<file path="src/rtl/deq_pkg.sv">
// Shared types, constants and ring arithmetic for the double-ended queue.
package deq_pkg;

  localparam int unsigned CAPACITY = 16;
  localparam int unsigned IDX_W    = (CAPACITY > 1) ? $clog2(CAPACITY) : 1;
  localparam int unsigned CNT_W    = $clog2(CAPACITY + 1);
  localparam int unsigned SUM_W    = CNT_W + 1;

  typedef logic [IDX_W-1:0] idx_t;
  typedef logic [CNT_W-1:0] cnt_t;

  localparam logic [2:0] OP_PUSH_FRONT = 3'd0;
  localparam logic [2:0] OP_PUSH_BACK  = 3'd1;
  localparam logic [2:0] OP_POP_FRONT  = 3'd2;
  localparam logic [2:0] OP_POP_BACK   = 3'd3;
  localparam logic [2:0] OP_COUNT      = 3'd4;
  localparam logic [2:0] OP_DUMP       = 3'd5;

  localparam logic [1:0] ST_OK    = 2'd0;
  localparam logic [1:0] ST_EMPTY = 2'd1;
  localparam logic [1:0] ST_FULL  = 2'd2;

  typedef struct packed {
    logic [2:0]         opcode;
    logic signed [31:0] push_value;
  } req_item_t;

  typedef struct packed {
    logic signed [31:0] item_value;
    logic [6:0]         occupancy;
    logic [1:0]         status;
    logic               last_result;
  } rsp_item_t;

  typedef struct packed {
    logic        wr_en;
    idx_t        wr_addr;
    logic [31:0] wr_data;
    logic        rd_en;
    idx_t        rd_addr;
  } mem_req_t;

  // base + off modulo CAPACITY, both operands below CAPACITY
  function automatic idx_t ring_pos(idx_t base, cnt_t off);
    logic [SUM_W-1:0] sum;
    sum = SUM_W'(base) + SUM_W'(off);
    if (sum >= SUM_W'(CAPACITY)) begin
      sum = sum - SUM_W'(CAPACITY);
    end
    return idx_t'(sum);
  endfunction

  // base - 1 modulo CAPACITY
  function automatic idx_t ring_dec(idx_t base);
    idx_t res;
    if (base == '0) begin
      res = idx_t'(CAPACITY - 1);
    end else begin
      res = base - 1'b1;
    end
    return res;
  endfunction

endpackage

</file>
<file path="src/rtl/deq_ram.sv">
// Element store: one write port, one read port, registered read data.
module deq_ram
  import deq_pkg::*;
(
  input  logic        clk,
  input  mem_req_t    req,
  output logic [31:0] rd_data
);

  logic [31:0] mem [CAPACITY];

  always_ff @(posedge clk) begin
    if (req.wr_en) begin
      mem[req.wr_addr] <= req.wr_data;
    end
    if (req.rd_en) begin
      rd_data <= mem[req.rd_addr];
    end
  end

endmodule

</file>
<file path="src/rtl/double_ended_queue.sv">
// Double-ended queue top level: opcode sequencer, ring pointers, result register.
// A result is loaded into the output register from S_EMIT or S_DUMP, after its transaction, once the slot is free.
// Push, pop and count each pass through S_EMIT before the next item is taken; a dump of N elements gives
// N results, one element per cycle from the element store read port while the output slot is free.
// The item sequencer handles one item at a time; input is taken while a result waits.
// Reset clears front pointer, count and control; the element store is not cleared.
module double_ended_queue
  import deq_pkg::*;
(
  input  logic      clk,
  input  logic      rst,
  input  logic      req_valid,
  output logic      req_ready,
  input  req_item_t req,
  output logic      rsp_valid,
  input  logic      rsp_ready,
  output rsp_item_t rsp
);

  typedef enum logic [1:0] {S_IDLE, S_EMIT, S_DUMP} state_t;

  state_t      state;
  idx_t        front;
  cnt_t        count;
  cnt_t        dump_idx;
  logic [1:0]  pend_status;
  logic [1:0]  pend_status_next;
  logic        pend_mem;
  mem_req_t    mem_req;
  logic [31:0] rd_data;
  logic        req_acc;
  logic        slot_free;
  logic        rsp_load;
  logic        full;
  logic        empty;
  logic        dump_last;

  assign req_ready = (state == S_IDLE);
  assign req_acc   = req_valid && req_ready;
  assign slot_free = !rsp_valid || rsp_ready;
  assign rsp_load  = slot_free && (state != S_IDLE);
  assign full      = (count == cnt_t'(CAPACITY));
  assign empty     = (count == '0);
  assign dump_last = (dump_idx == count - 1'b1);

  deq_ram u_ram (
    .clk     (clk),
    .req     (mem_req),
    .rd_data (rd_data)
  );

  always_comb begin
    unique case (req.opcode) inside
      OP_PUSH_FRONT, OP_PUSH_BACK:          pend_status_next = full ? ST_FULL : ST_OK;
      OP_POP_FRONT, OP_POP_BACK, OP_DUMP:   pend_status_next = empty ? ST_EMPTY : ST_OK;
      default:                              pend_status_next = ST_OK;
    endcase
  end

  always_comb begin
    mem_req = '0;
    mem_req.wr_data = req.push_value;
    if (req_acc) begin
      unique case (req.opcode)
        OP_PUSH_FRONT: begin
          mem_req.wr_en   = !full;
          mem_req.wr_addr = ring_dec(front);
        end
        OP_PUSH_BACK: begin
          mem_req.wr_en   = !full;
          mem_req.wr_addr = ring_pos(front, count);
        end
        OP_POP_FRONT: begin
          mem_req.rd_en   = !empty;
          mem_req.rd_addr = front;
        end
        OP_POP_BACK: begin
          mem_req.rd_en   = !empty;
          mem_req.rd_addr = ring_pos(front, count - 1'b1);
        end
        OP_DUMP: begin
          mem_req.rd_en   = !empty;
          mem_req.rd_addr = front;
        end
        default: ;
      endcase
    end else if (state == S_DUMP && slot_free && !dump_last) begin
      mem_req.rd_en   = 1'b1;
      mem_req.rd_addr = ring_pos(front, dump_idx + 1'b1);
    end
  end

  always_ff @(posedge clk) begin
    if (rst) begin
      state     <= S_IDLE;
      front     <= '0;
      count     <= '0;
      rsp_valid <= 1'b0;
    end else begin
      if (rsp_load) begin
        rsp_valid <= 1'b1;
      end else if (rsp_ready) begin
        rsp_valid <= 1'b0;
      end
      unique case (state)
        S_IDLE: begin
          if (req_acc) begin
            pend_status <= pend_status_next;
            pend_mem    <= !empty &&
                           (req.opcode == OP_POP_FRONT || req.opcode == OP_POP_BACK);
            state       <= (req.opcode == OP_DUMP && !empty) ? S_DUMP : S_EMIT;
            unique case (req.opcode)
              OP_PUSH_FRONT: begin
                if (!full) begin
                  front <= ring_dec(front);
                  count <= count + 1'b1;
                end
              end
              OP_PUSH_BACK: begin
                if (!full) begin
                  count <= count + 1'b1;
                end
              end
              OP_POP_FRONT: begin
                if (!empty) begin
                  front <= ring_pos(front, cnt_t'(1));
                  count <= count - 1'b1;
                end
              end
              OP_POP_BACK: begin
                if (!empty) begin
                  count <= count - 1'b1;
                end
              end
              OP_DUMP: begin
                if (!empty) begin
                  dump_idx <= '0;
                end
              end
              default: ;
            endcase
          end
        end
        S_EMIT: begin
          if (slot_free) begin
            rsp.item_value   <= pend_mem ? rd_data : '0;
            rsp.occupancy    <= 7'(count);
            rsp.status       <= pend_status;
            rsp.last_result  <= 1'b1;
            state            <= S_IDLE;
          end
        end
        S_DUMP: begin
          if (slot_free) begin
            rsp.item_value   <= rd_data;
            rsp.occupancy    <= 7'(count);
            rsp.status       <= ST_OK;
            rsp.last_result  <= dump_last;
            dump_idx         <= dump_idx + 1'b1;
            if (dump_last) begin
              state <= S_IDLE;
            end
          end
        end
        default: state <= S_IDLE;
      endcase
    end
  end

  a_count_bound: assert property (@(posedge clk) disable iff (rst)
    count <= cnt_t'(CAPACITY))
    else $error("element count above capacity");

  a_push_grows: assert property (@(posedge clk) disable iff (rst)
    (req_acc && !full && (req.opcode == OP_PUSH_FRONT || req.opcode == OP_PUSH_BACK))
    |=> count == $past(count) + 1'b1)
    else $error("accepted push did not grow the queue");

  a_pop_shrinks: assert property (@(posedge clk) disable iff (rst)
    (req_acc && !empty && (req.opcode == OP_POP_FRONT || req.opcode == OP_POP_BACK))
    |=> count == $past(count) - 1'b1)
    else $error("accepted pop did not shrink the queue");

  a_partial_in_dump: assert property (@(posedge clk) disable iff (rst)
    (rsp_valid && !rsp.last_result) |-> state == S_DUMP)
    else $error("non-final result outside a dump");

endmodule
</file>
<file path="config.mk">
export PLATFORM = sky130hd
export DESIGN_NAME = double_ended_queue
export DESIGN_NICKNAME = d
export VERILOG_FILES = /design/src/rtl/deq_pkg.sv /design/src/rtl/deq_ram.sv /design/src/rtl/double_ended_queue.sv
export SDC_FILE = /design/constraint.sdc
export NUM_CORES = 1
export LEC_CHECK = 0
export ABC_AREA = 0
export BUFFER_PORTS_ARGS = -buffer_cell sky130_fd_sc_hd__buf_2
export CAP_MARGIN = 40
export CORE_MARGIN = 5
export CORE_UTILIZATION = 35
export DETAILED_ROUTE_END_ITERATION = 16
export SYNTH_ARGS = -nofsm -noshare
export SYNTH_HDL_FRONTEND = slang
export SYNTH_SLANG_ARGS = --single-unit
</file>
<file path="constraint.sdc">
create_clock -name clk -period 7.2 [get_ports clk]
set_input_delay 1.08 -clock clk [delete_from_list [all_inputs] [get_ports clk]]
set_output_delay 1.08 -clock clk [all_outputs]
set_load 0.05 [all_outputs]
</file>
==> key figures <==
Logic synthesis
  • Post-synth EDFFs: 592
  • Area share of the largest cell type after synthesis: 73.8%
  • Post-synthesis xor/xnor area fraction: 0.981%
  • Syn. warnings: 0
  • Synth Area in Compound Gates: 11.1%
  • Seq/Total Area, Yosys: 74.8%
  • Unique masters post-synth: 51
  • Register bit count reported by yosys: 604
  • Synth async-reset ratio: 0%
  • Synth area leader: edfxtp_1
  • Most used DFF post-synth: edfxtp_1
  • Area contributors post-synth: edfxtp_1, nand2_1, a21oi_1
  • Cell Area, Synth: 24100 µm²
  • Largest family of logic cells by synthesized area: compound AO/OA/AOI/OAI gates
  • Synth Instances: 1743
  • Post-Synth Adder-Cell Area: 1.18%
  • Post-Synth Simple-Gate Area: 9.56%
  • Post-synthesis mux area share: 0.0415%
  • Syn avg cell area: 13.8 µm²

Placement
  • # port buffers: 80
  • Final HPWL DP: 30.5 mm
  • Placed Cells: 2627
  • Dpl cell area: 25600 µm²
  • GP Congestion: 0.813

Clock network
  • Worst-case clock buffer depth: 3
  • Post_cts resized: 0
  • CTS tree: yes
  • Clock slew at reported path FFs: 0.06 ns
  • Hold_buf cts: 0
  • Clk_lat worst skew: 0.62 ns
  • CTS Root Cell: clkbuf_16
  • CTS Buf Count: 59
  • Clk sinks: 604
  • Post-CTS setup buffer count: 0
  • H-Tree Depth: 2

STA
  • Final min period: 4.11 ns
  • Fmax: 0.244 GHz
  • Hold Worst Slack: 0.488 ns
  • Unrepaired setup endpoints after global routing: false
  • Period utilization: 57.0%
  • Final hold violations: 0
  • Max_slew headroom: 8.92%
  • Max-slew violation count: 0
  • Setup TNS: 0 ns
  • Final setup viols: 0
  • Fin Clk Skew: 0.0233 ns
  • Worst-Margin Slew: 1.37 ns

Critical path
  • Setup Crit Path Kind: reg2reg
  • CP Launch Type: register
  • Worst EP required: 7.69 ns
  • CP endpoint kind: register
  • Worst Path Arrival: 4.59 ns
  • Critical path fanouts, max: 74

Die
  • Initial core utilization: 35.2%
  • Die width: 272 µm
  • I/O Pins: 83
  • Die H: 272 µm
  • Core Region: 68500 µm²
  • Row cnt: 96
  • Die area: 74200 µm²

Route
  • DR WL/cell: 21.7 µm
  • Initial DRC Count: 1379
  • Vias: 14518
  • Vias per cell: 5.31
  • # DRC: 0
  • Detail Route Antenna Nets: 0
  • Final WL: 59.5 mm
  • Pre-antenna DRT Iters: 6

Final layout
  • Post-layout net count: 1866
  • Most frequent cells in the layout: edfxtp_1, nand2_1, a21oi_1, a32oi_1, buf_2
  • Most common cell after layout, fill and taps aside: edfxtp_1
  • Synth-to-Final Area Change: 14.0%
  • Share of post-route cells with drive strength above 1: 12.3%
  • Post-route cell area: 27500 µm²
  • Fin cells: 2736

GRT
  • Global-route wire length before repair: 89.1 mm
  • Overflow after GRT: 0
  • Largest net degree at the start of global routing: 257
  • Vias in the first global route: 14304
  • Tot GR Track Use: 15.6%
  • Initial antenna violation count: 11

Power
  • Cell Pwr Density: 265 nW/µm²
  • Peak supply drop: 0.000168 V
  • Leakage: 8.74 nW

Job
  • Max Cap Viol: 0

Worst hold path
  • Hold Crit Class: reg2reg

Outcome
  • Status: complete, no violations
[final timing paths]
path | startpoint | endpoint | slack, ns | depth (start not counted)
min | state[1] | state[1] | 0.49 | 2
max | count[0] | u_ram.rd_data[20] | 3.09 | 13
min reg2reg | state[1] | state[1] | 0.49 | 2
max reg2reg | count[0] | u_ram.rd_data[20] | 3.09 | 13
[stage by stage]
| stage | setup WS, ns | power, mW | util (%) |
|---|---|---|---|
| 2_1_floorplan | 2.50 | 4.24 | - |
| 3_3_place_gp | 2.63 | 4.37 | 37.3 |
| 3_5_place_dp | 2.94 | 4.39 | 37.4 |
| 4_1_cts | 3.15 | 7.35 | 40.1 |
| 5_1_grt | 2.82 | 7.54 | 40.1 |
| 6_report | 3.09 | 7.28 | 40.1 |
[report_power, final]
| part | leakage (nW) | switching, mW | internal, mW |
|---|---|---|---|
| Combinational | 2.41 | 0.283 | 0.114 |
| Sequential | 5.44 | 0.0157 | 3.90 |
| Clock | 0.894 | 1.27 | 1.69 |
| Total | 8.74 | 1.57 | 5.71 |
[cells by family (layout without fill, tap and decap cells)]
| group | after synthesis | in the layout |
|---|---|---|
| compound gates | 405 | 405 |
| xor+xnor | 27 | 27 |
| fa+ha+maj | 21 | 21 |
| buf+inv | 125 | 233 |
| flops | 604 | 604 |
| mux | 1 | 1 |
| other cells | 1 | 4 |
| simple gates | 559 | 559 |
[sequential cells by signal, indices dropped and copies added (netlist names)]
signal	flops
pend_status	2
pend_mem	1
rsp_valid	1
u_ram.rd_data	32
state	2
dump_idx	5
front	4
u_ram.mem	512
count	5
rsp	40
[synthesized netlist by cell type, drive strengths merged (2+ instances only)]
| cell | n |
|---|---|
| o21ai | 11 |
| xnor2 | 21 |
| nor3b | 4 |
| clkbuf | 41 |
| nand3 | 8 |
| nand4 | 2 |
| o211ai | 2 |
| buf | 73 |
| nor2 | 42 |
| a21o | 4 |
| nand2 | 443 |
| edfxtp | 592 |
| a22oi | 66 |
| a21oi | 208 |
| ha | 18 |
| fa | 3 |
| inv | 11 |
| a32oi | 97 |
| xor2 | 6 |
| nor2b | 38 |
| a211oi | 3 |
| nand3b | 2 |
| and2 | 7 |
| o31ai | 3 |
| nand2b | 7 |
| dfxtp | 12 |
[layer usage]
metal  wire, µm  up-vias  global-route usage, %
met4       1270       14                   4.34
met1      25300     7319                   20.7
met3       3690       96                   3.04
met5         78        -                      0
li1           -     6631                      -
met2      29100      458                   26.5
[cell type report]
type,instances,area (µm²)
well taps,882,1100
repair buffers,115,741
clock buffers,70,1540
flip-flops and latches,604,18000
clock inverters,37,317
multi-input cells,1015,5700
inverters,11,41.3
diodes,2,5.00
fillers,6277,41000
[worst max-delay path, stage by stage (launching register included)]
cell and delay, ns:
dfxtp_1 0.50, inv_1 0.16, ha_1 0.38, fa_1 0.51, nand3b_1 0.11, a21o_1 0.19, o21a_4 0.33, buf_16 0.32
buf_4 0.55, buf_12 0.30, a21oi_1 0.10, a22oi_1 0.22, a32oi_1 0.09, nand2_1 0.11
No activity file was read; power rests on OpenSTA's default activity.
